### config.mk
export PLATFORM = sky130hd
export DESIGN_NAME = ps2_device_frame_transmitter_unit
export DESIGN_NICKNAME = d
export VERILOG_FILES = /design/src/hdl/ps2dft_pkg.sv /design/src/hdl/ps2dft_queue.sv /design/src/hdl/ps2dft_line.sv /design/src/hdl/ps2_device_frame_transmitter_unit.sv
export SDC_FILE = /design/constraint.sdc
export NUM_CORES = 1
export LEC_CHECK = 0
export BUFFER_PORTS_ARGS = -buffer_cell sky130_fd_sc_hd__buf_2
export CAP_MARGIN = 20
export CORE_MARGIN = 4
export CORE_UTILIZATION = 50
export DETAILED_ROUTE_END_ITERATION = 8
export PLACE_DENSITY = 0.67
export SLEW_MARGIN = 20
export SYNTH_ARGS = -nofsm -noshare
export SYNTH_HDL_FRONTEND = slang
export SYNTH_SLANG_ARGS = --single-unit
### constraint.sdc
create_clock -name aclk -period 4.6 [get_ports aclk]
set_input_delay 0.46 -clock aclk [delete_from_list [all_inputs] [get_ports aclk]]
set_output_delay 0.46 -clock aclk [all_outputs]
set_load 0.02 [all_outputs]
### src/hdl/ps2dft_pkg.sv
package ps2dft_pkg;

    localparam int TICK_W       = 16;
    localparam int CFG_ADDR_W   = 2;
    localparam int PHASE_W      = 3;
    localparam int BITPOS_W     = 4;
    localparam int FRAME_W      = 11;
    localparam int DEF_QUEUE_DEPTH = 16;

    // register indexes
    localparam logic [CFG_ADDR_W-1:0] REG_LEAD  = 2'd0;
    localparam logic [CFG_ADDR_W-1:0] REG_PHASE = 2'd1;
    localparam logic [CFG_ADDR_W-1:0] REG_GAP   = 2'd2;

    localparam logic [TICK_W-1:0] RST_LEAD_TICKS  = 16'd500;
    localparam logic [TICK_W-1:0] RST_PHASE_TICKS = 16'd200;
    localparam logic [TICK_W-1:0] RST_GAP_TICKS   = 16'd2000;

    localparam logic [BITPOS_W-1:0] FRAME_LEN = 4'd11;

    typedef struct packed {
        logic line_clock;
        logic line_data;
        logic sending;
    } line_lvl_t;

    typedef struct packed {
        line_lvl_t lvl;
        logic      dropped;
    } res_t;

    // a zero count still waits one tick
    function automatic logic [TICK_W-1:0] at_least_one(input logic [TICK_W-1:0] v);
        at_least_one = (v == '0) ? {{(TICK_W-1){1'b0}}, 1'b1} : v;
    endfunction

endpackage

### src/hdl/ps2dft_queue.sv
module ps2dft_queue #(
    parameter int DEPTH = ps2dft_pkg::DEF_QUEUE_DEPTH
) (
    input  logic       aclk,
    input  logic       aresetn,
    input  logic       push_try,
    input  logic [7:0] push_data,
    input  logic       pop,
    output logic [7:0] head_byte,
    output logic       nonempty,
    output logic       dropped
);

    localparam int PW = $clog2(DEPTH);
    localparam int CW = $clog2(DEPTH + 1);

    logic [7:0]    mem [DEPTH];
    logic [PW-1:0] head_reg, head_next;
    logic [PW-1:0] tail_reg, tail_next;
    logic [CW-1:0] count_reg, count_next;
    logic [7:0]    head_byte_reg;
    logic          push;

    // a pop in the same word frees a slot for the push
    assign push     = push_try && !((count_reg == CW'(DEPTH)) && !pop);
    assign dropped  = push_try && !push;
    assign nonempty = (count_reg != '0);
    assign head_byte = head_byte_reg;

    always_comb begin
        head_next = head_reg;
        tail_next = tail_reg;
        if (pop) begin
            head_next = (head_reg == PW'(DEPTH - 1)) ? '0 : head_reg + 1'b1;
        end
        if (push) begin
            tail_next = (tail_reg == PW'(DEPTH - 1)) ? '0 : tail_reg + 1'b1;
        end
        count_next = count_reg + CW'(push) - CW'(pop);
    end

    always_ff @(posedge aclk) begin
        if (!aresetn) begin
            head_reg  <= '0;
            tail_reg  <= '0;
            count_reg <= '0;
        end else begin
            head_reg  <= head_next;
            tail_reg  <= tail_next;
            count_reg <= count_next;
        end
    end

    // storage with a registered look-ahead read of the next head entry
    always_ff @(posedge aclk) begin
        if (push) begin
            mem[tail_reg] <= push_data;
        end
        if (push && (tail_reg == head_next)) begin
            head_byte_reg <= push_data;
        end else begin
            head_byte_reg <= mem[head_next];
        end
    end

endmodule

### src/hdl/ps2dft_line.sv
module ps2dft_line (
    input  logic                          aclk,
    input  logic                          aresetn,
    input  logic                          step,
    input  logic                          nonempty,
    input  logic [7:0]                    head_byte,
    input  logic [ps2dft_pkg::TICK_W-1:0] lead_ticks,
    input  logic [ps2dft_pkg::TICK_W-1:0] phase_ticks,
    input  logic [ps2dft_pkg::TICK_W-1:0] gap_ticks,
    output logic                          pop,
    output ps2dft_pkg::line_lvl_t         lvl
);

    localparam logic [ps2dft_pkg::PHASE_W-1:0] PH_IDLE     = 3'd0;
    localparam logic [ps2dft_pkg::PHASE_W-1:0] PH_LEAD     = 3'd1;
    localparam logic [ps2dft_pkg::PHASE_W-1:0] PH_CLK_HIGH = 3'd2;
    localparam logic [ps2dft_pkg::PHASE_W-1:0] PH_DATA     = 3'd3;
    localparam logic [ps2dft_pkg::PHASE_W-1:0] PH_CLK_LOW  = 3'd4;
    localparam logic [ps2dft_pkg::PHASE_W-1:0] PH_TAIL     = 3'd5;
    localparam logic [ps2dft_pkg::PHASE_W-1:0] PH_GAP      = 3'd6;

    logic [ps2dft_pkg::PHASE_W-1:0]  phase_reg, phase_next;
    logic [ps2dft_pkg::TICK_W-1:0]   wait_reg, wait_next;
    logic [ps2dft_pkg::BITPOS_W-1:0] bitpos_reg, bitpos_next;
    logic [ps2dft_pkg::FRAME_W-1:0]  frame_reg, frame_next;
    logic                            clk_reg, clk_next;
    logic                            data_reg, data_next;
    logic                            start;
    logic [15:0]                     frame_ext;

    assign frame_ext = {{(16 - ps2dft_pkg::FRAME_W){1'b0}}, frame_reg};

    always_comb begin
        phase_next  = phase_reg;
        wait_next   = wait_reg;
        bitpos_next = bitpos_reg;
        frame_next  = frame_reg;
        clk_next    = clk_reg;
        data_next   = data_reg;
        start       = 1'b0;
        if ((phase_reg != PH_IDLE) && (wait_reg > 16'd1)) begin
            wait_next = wait_reg - 1'b1;
        end else begin
            case (phase_reg)
                PH_LEAD: begin
                    bitpos_next = '0;
                    clk_next    = 1'b1;
                    phase_next  = PH_CLK_HIGH;
                    wait_next   = ps2dft_pkg::at_least_one(phase_ticks);
                end
                PH_CLK_HIGH: begin
                    data_next  = frame_ext[bitpos_reg];
                    phase_next = PH_DATA;
                    wait_next  = ps2dft_pkg::at_least_one(phase_ticks);
                end
                PH_DATA: begin
                    clk_next   = 1'b0;
                    phase_next = PH_CLK_LOW;
                    wait_next  = ps2dft_pkg::at_least_one(phase_ticks);
                end
                PH_CLK_LOW: begin
                    bitpos_next = bitpos_reg + 1'b1;
                    if (bitpos_next < ps2dft_pkg::FRAME_LEN) begin
                        clk_next   = 1'b1;
                        phase_next = PH_CLK_HIGH;
                    end else begin
                        phase_next = PH_TAIL;
                    end
                    wait_next = ps2dft_pkg::at_least_one(phase_ticks);
                end
                PH_TAIL: begin
                    clk_next   = 1'b1;
                    data_next  = 1'b1;
                    phase_next = PH_GAP;
                    wait_next  = ps2dft_pkg::at_least_one(gap_ticks);
                end
                default: begin
                    // idle or gap done: both lines high, start next byte if any
                    clk_next  = 1'b1;
                    data_next = 1'b1;
                    if (nonempty) begin
                        start       = 1'b1;
                        // stop, odd parity, data lsb first, start
                        frame_next  = {1'b1, ~^head_byte, head_byte, 1'b0};
                        bitpos_next = '0;
                        phase_next  = PH_LEAD;
                        wait_next   = ps2dft_pkg::at_least_one(lead_ticks);
                    end else begin
                        phase_next = PH_IDLE;
                        wait_next  = '0;
                    end
                end
            endcase
        end
    end

    assign pop            = step && start;
    assign lvl.line_clock = clk_next;
    assign lvl.line_data  = data_next;
    assign lvl.sending    = (phase_next != PH_IDLE);

    always_ff @(posedge aclk) begin
        if (!aresetn) begin
            phase_reg  <= PH_IDLE;
            wait_reg   <= '0;
            bitpos_reg <= '0;
            frame_reg  <= '0;
            clk_reg    <= 1'b1;
            data_reg   <= 1'b1;
        end else if (step) begin
            phase_reg  <= phase_next;
            wait_reg   <= wait_next;
            bitpos_reg <= bitpos_next;
            frame_reg  <= frame_next;
            clk_reg    <= clk_next;
            data_reg   <= data_next;
        end
    end

endmodule

### src/hdl/ps2_device_frame_transmitter_unit.sv
// PS/2 device-side transmitter, advanced one tick per accepted input word.
// Each input word is one tick: it may carry a scan code (s_has_code) that is
// queued in a QUEUE_DEPTH-byte FIFO and is first seen by the line sequencer on
// the following tick. Queued bytes go out as 11-bit frames (start 0, eight data
// bits lsb first, odd parity, stop 1): a lead wait with both lines high, three
// phases per bit (clock high, data driven, clock low), a tail phase, then an
// idle gap. Each wait lasts its register's tick count, a count of zero acting
// as one. Every input word yields exactly one result word carrying the line
// levels for that tick, a sending flag and a dropped flag for a byte lost to a
// full FIFO. One word is taken per clock cycle while the skid entry is empty;
// each result is registered into the output register, or into the skid entry
// when the output stalls. A two-entry output buffer lets input words keep
// flowing while one result waits. Registers: index 0 lead_ticks (reset 500),
// 1 phase_ticks (reset 200), 2 gap_ticks (reset 2000); other indexes ignored.
// Write registers only while idle.
module ps2_device_frame_transmitter_unit #(
    parameter int QUEUE_DEPTH = ps2dft_pkg::DEF_QUEUE_DEPTH
) (
    input  logic                              aclk,
    input  logic                              aresetn,
    // configuration
    input  logic                              cfg_we,
    input  logic [ps2dft_pkg::CFG_ADDR_W-1:0] cfg_addr,
    input  logic [ps2dft_pkg::TICK_W-1:0]     cfg_wdata,
    // tick input
    input  logic                              s_valid,
    output logic                              s_ready,
    input  logic                              s_has_code,
    input  logic [7:0]                        s_scan_code,
    // result output
    output logic                              m_valid,
    input  logic                              m_ready,
    output logic                              m_line_clock,
    output logic                              m_line_data,
    output logic                              m_sending,
    output logic                              m_dropped
);

    logic [ps2dft_pkg::TICK_W-1:0] lead_reg;
    logic [ps2dft_pkg::TICK_W-1:0] phase_reg;
    logic [ps2dft_pkg::TICK_W-1:0] gap_reg;

    logic                  accept;
    logic                  pop;
    logic                  nonempty;
    logic                  dropped;
    logic [7:0]            head_byte;
    ps2dft_pkg::line_lvl_t lvl;
    ps2dft_pkg::res_t      res;

    // output register plus skid entry
    ps2dft_pkg::res_t out_reg;
    ps2dft_pkg::res_t skid_reg;
    logic             out_valid_reg;
    logic             skid_valid_reg;

    assign s_ready = !skid_valid_reg;
    assign accept  = s_valid && s_ready;

    // configuration registers
    always_ff @(posedge aclk) begin
        if (!aresetn) begin
            lead_reg  <= ps2dft_pkg::RST_LEAD_TICKS;
            phase_reg <= ps2dft_pkg::RST_PHASE_TICKS;
            gap_reg   <= ps2dft_pkg::RST_GAP_TICKS;
        end else if (cfg_we) begin
            case (cfg_addr)
                ps2dft_pkg::REG_LEAD:  lead_reg  <= cfg_wdata;
                ps2dft_pkg::REG_PHASE: phase_reg <= cfg_wdata;
                ps2dft_pkg::REG_GAP:   gap_reg   <= cfg_wdata;
                default: ;
            endcase
        end
    end

    // line sequencer steps first, then the offered byte is queued
    ps2dft_line u_line (
        .aclk        (aclk),
        .aresetn     (aresetn),
        .step        (accept),
        .nonempty    (nonempty),
        .head_byte   (head_byte),
        .lead_ticks  (lead_reg),
        .phase_ticks (phase_reg),
        .gap_ticks   (gap_reg),
        .pop         (pop),
        .lvl         (lvl)
    );

    ps2dft_queue #(
        .DEPTH (QUEUE_DEPTH)
    ) u_queue (
        .aclk      (aclk),
        .aresetn   (aresetn),
        .push_try  (accept && s_has_code),
        .push_data (s_scan_code),
        .pop       (pop),
        .head_byte (head_byte),
        .nonempty  (nonempty),
        .dropped   (dropped)
    );

    assign res.lvl     = lvl;
    assign res.dropped = dropped;

    // result buffering: main slot feeds the port, skid catches a word on stall
    always_ff @(posedge aclk) begin
        if (!aresetn) begin
            out_valid_reg  <= 1'b0;
            skid_valid_reg <= 1'b0;
        end else begin
            if (m_ready || !out_valid_reg) begin
                if (skid_valid_reg) begin
                    out_valid_reg  <= 1'b1;
                    skid_valid_reg <= 1'b0;
                end else begin
                    out_valid_reg <= accept;
                end
            end else if (accept) begin
                skid_valid_reg <= 1'b1;
            end
        end
    end

    always_ff @(posedge aclk) begin
        if (m_ready || !out_valid_reg) begin
            if (skid_valid_reg) begin
                out_reg <= skid_reg;
            end else if (accept) begin
                out_reg <= res;
            end
        end else if (accept) begin
            skid_reg <= res;
        end
    end

    assign m_valid      = out_valid_reg;
    assign m_line_clock = out_reg.lvl.line_clock;
    assign m_line_data  = out_reg.lvl.line_data;
    assign m_sending    = out_reg.lvl.sending;
    assign m_dropped    = out_reg.dropped;

endmodule
==> impl_metrics.toml <==
[status]
status = "complete, no violations"

[layout]
regMostFlops = "u_queue.mem"
largest_reg_flops = 128
area_delta_synth_final_pct = 12.47
drive_above_1_share = 0.1465
final_cell_mix = "164 x nand2_1, 136 x edfxtp_1, 101 x dfxtp_1"
nets = 977
final_cells = 1219
final_common_cell = "nand2_1"
diodes = 0

[setup_path]
timing.rr.end = "u_queue.count_reg[4]$_SDFF_PN0_"
slowest_stage = "or4_1"
cp.required_ns = 5.03
start_kind = "flop"
crit_chain = "inv_1 > ha_1 > nor2_1 > or4_1 > o21ai_2 > nand3_1 > inv_1 > buf_4 > ha_1 > inv_1 > ha_1 > inv_1 > fa_1 > inv_1 > a21oi_1 > nor2_1 > o21ai_0 > and3_1"
cp_common_cell = "inv_1"
r2r_slack_ns = 1.23
reg2reg_depth = 18
max_stage_delay_ns = 0.49
cp_data_arrival_time_ns = 3.79
worstSetupPathType = "flop to flop"
path_max_fanout = 15
worstSetupEndpointType = "flop"
r2r_start = "u_line.wait_reg[0]$_SDFFE_PN0P_"

[synth]
seq_area_frac_synth = 0.5844
avgSynthCellArea_um2 = 11.61
syn_area_um2 = 10480
netlist_instances = 903
syn_nets = 951
ys_ff_latch = 238
synthDistinctLibCells = 64
synth.yosys.warnings = 0
synth_edf_count = 136
synthArstFlopShare = 0
ys.flop_type = "edfxtp_1"

[timing]
setup_viol = 0
layout_min_cycle_time_ns = 3.367
slew_viol_final = 0
rsz0062_at_grt = "no"
slew_headroom = 0.2836
skew_ns = 0.008294
hold_viol = 0
max_freq_mhz = 297.0
layout_worst_path_cycle_share = 0.7320
setup-tns-final_ns = 0
tightest_slew_ns = 1.073

[clocking]
numCtsBuffers = 26
postCtsResizedCells = 0
clkLatencyLatePin_ns = 0.53
clock_sinks = 238
cts-htree-levels = 1
holdBufCountCts = 0
cts_buffer_depth = 3
root_buffer = "clkbuf_16"
tritoncts = "yes"
clkTransAtPathRegs_ns = 0.06
cts_setup_buffers = 0

[pwr]
max-vdd-ir-drop_v = 0.0003771
powerDensity_nw_per_um2 = 547.7
leakage_nw = 4.045

[grt]
use_met2 = 0.2946
grt.overflow.total = 0
antenna_found_initial = 0
grt_busiest_layer = "met1"
grt_pass1_vias = 6859
grt_first_pass_wirelength_mm = 37.55
met1_usage = 0.3007
grt_max_degree = 57
grtUsageTotal = 0.1965
use_met3 = 0.03437

[drt]
firstDrtPassIters = 7
totalWireLength_mm = 22.98
drtIter0Drc = 671
drt-wirelength-per-cell_um = 18.85
routed_via_density = 5.829
postRouteAntennaNets = 0
dr_total_vias = 7105
drc = 0

[min_path]
hold_end = "gap_reg[6]$_SDFFE_PN1P_"
holdCritStartpoint = "cfg_wdata[6]"
hold_class = "input port to flop"
whs_path_depth = 3

[place]
gp_congestion = 0.8986
dp.cells = 1171
io_buffers = 37
dpl.hpwl_mm = 15.46

[run]
maxCapViolations = 0

[die]
die_h_um = 152.8
dieArea_um2 = 23350
core_area_um2 = 20430
rows = 52
start_util = 0.5131
die_x_um = 152.8
ioPinCount = 38
[cell usage after synthesis, types with 5 or more instances]
| cell type | count | area share |
|---|---|---|
| nand3_1 | 20 | 0.0095 |
| a21boi_0 | 52 | 0.037 |
| nand2_1 | 164 | 0.059 |
| a222oi_1 | 16 | 0.015 |
| buf_2 | 5 | 0.0024 |
| dfxtp_1 | 102 | 0.19 |
| buf_1 | 6 | 0.0021 |
| nor3b_1 | 7 | 0.0050 |
| and2_1 | 14 | 0.0084 |
| inv_1 | 24 | 0.0086 |
| nand2b_1 | 6 | 0.0036 |
| nor2_1 | 43 | 0.015 |
| nor3_1 | 12 | 0.0057 |
| a22oi_1 | 18 | 0.013 |
| mux4_2 | 33 | 0.071 |
| o21ai_0 | 41 | 0.020 |
| ha_1 | 15 | 0.018 |
| xnor2_1 | 12 | 0.010 |
| a21oi_1 | 22 | 0.011 |
| o211ai_1 | 5 | 0.0036 |
| nor2b_1 | 16 | 0.0095 |
| nor4_1 | 15 | 0.0090 |
| edfxtp_1 | 136 | 0.39 |
| clkbuf_1 | 38 | 0.014 |
[worst max path at each step]
stage | slack [ns] | cells after the start | startpoint | endpoint
final | 1.23 | 18 | u_line.wait_reg[0]$_SDFFE_PN0P_ | u_queue.count_reg[4]$_SDFF_PN0_
after global routing | 0.88 | 18 | u_line.wait_reg[1]$_SDFFE_PN0P_ | u_queue.count_reg[4]$_SDFF_PN0_
after CTS | 1.21 | 17 | u_queue.count_reg[3]$_SDFF_PN0_ | u_queue.count_reg[4]$_SDFF_PN0_
after detailed placement | 1.23 | 17 | u_queue.count_reg[3]$_SDFF_PN0_ | u_queue.count_reg[4]$_SDFF_PN0_
after global placement | 1.26 | 17 | u_queue.count_reg[3]$_SDFF_PN0_ | u_queue.count_reg[4]$_SDFF_PN0_
after floorplan | 1.36 | 18 | u_line.wait_reg[0]$_SDFFE_PN0P_ | u_queue.count_reg[4]$_SDFF_PN0_
[routing by layer]
layer	up-vias	share of wire
li1	3401	-
met1	3442	0.47
met2	226	0.44
met3	36	0.067
met4	0	0.021
met5	-	0
[worst max-delay path: cells and delay by family, from the launching register on]
kind            cells  cell delay, ns
compound gates      3            0.39
simple gates        5            0.96
flops               1            0.34
buf+inv             6            0.54
fa+ha+maj           4            1.03
[final cells by class]
cell class | instances | area (um2)
fillers | 1687 | 8640
flip-flops and latches | 238 | 6127
multi-input cells | 588 | 4064
clock buffers | 33 | 706.9
well taps | 270 | 337.8
repair buffers | 51 | 290.3
clock inverters | 15 | 173.9
inverters | 24 | 90.09
[cell families after synthesis]
kind of cell / count (synthesis) / synth area share
compound gates: 195 / 0.1300
xor+xnor: 15 / 0.01253
fa+ha+maj: 16 / 0.01981
buf+inv: 77 / 0.02996
flops: 238 / 0.5844
mux: 38 / 0.07591
simple gates: 324 / 0.1474
[metrics by stage]
step | utilization | hold slack [ns] | worst slack (ns) | area [um2] | power, mW
finish | 0.5771 | 0.1717 | 1.233 | 11790 | 6.458
floorplan | - | 0.4396 | 1.356 | 10480 | 3.964
CTS | 0.5766 | 0.1526 | 1.212 | 11780 | 6.490
global route | 0.5771 | 0.1711 | 0.8765 | 11790 | 6.852
detailed placement | 0.5335 | 0.4571 | 1.232 | 10900 | 4.404
global placement | 0.5335 | 0.4546 | 1.258 | 10900 | 4.389
[power breakdown]
group,internal (mW),switching [mW]
sequential,2.40,0.188
clock,1.26,0.825
combinational,0.756,1.03
Power figures use the tool's default switching activity.
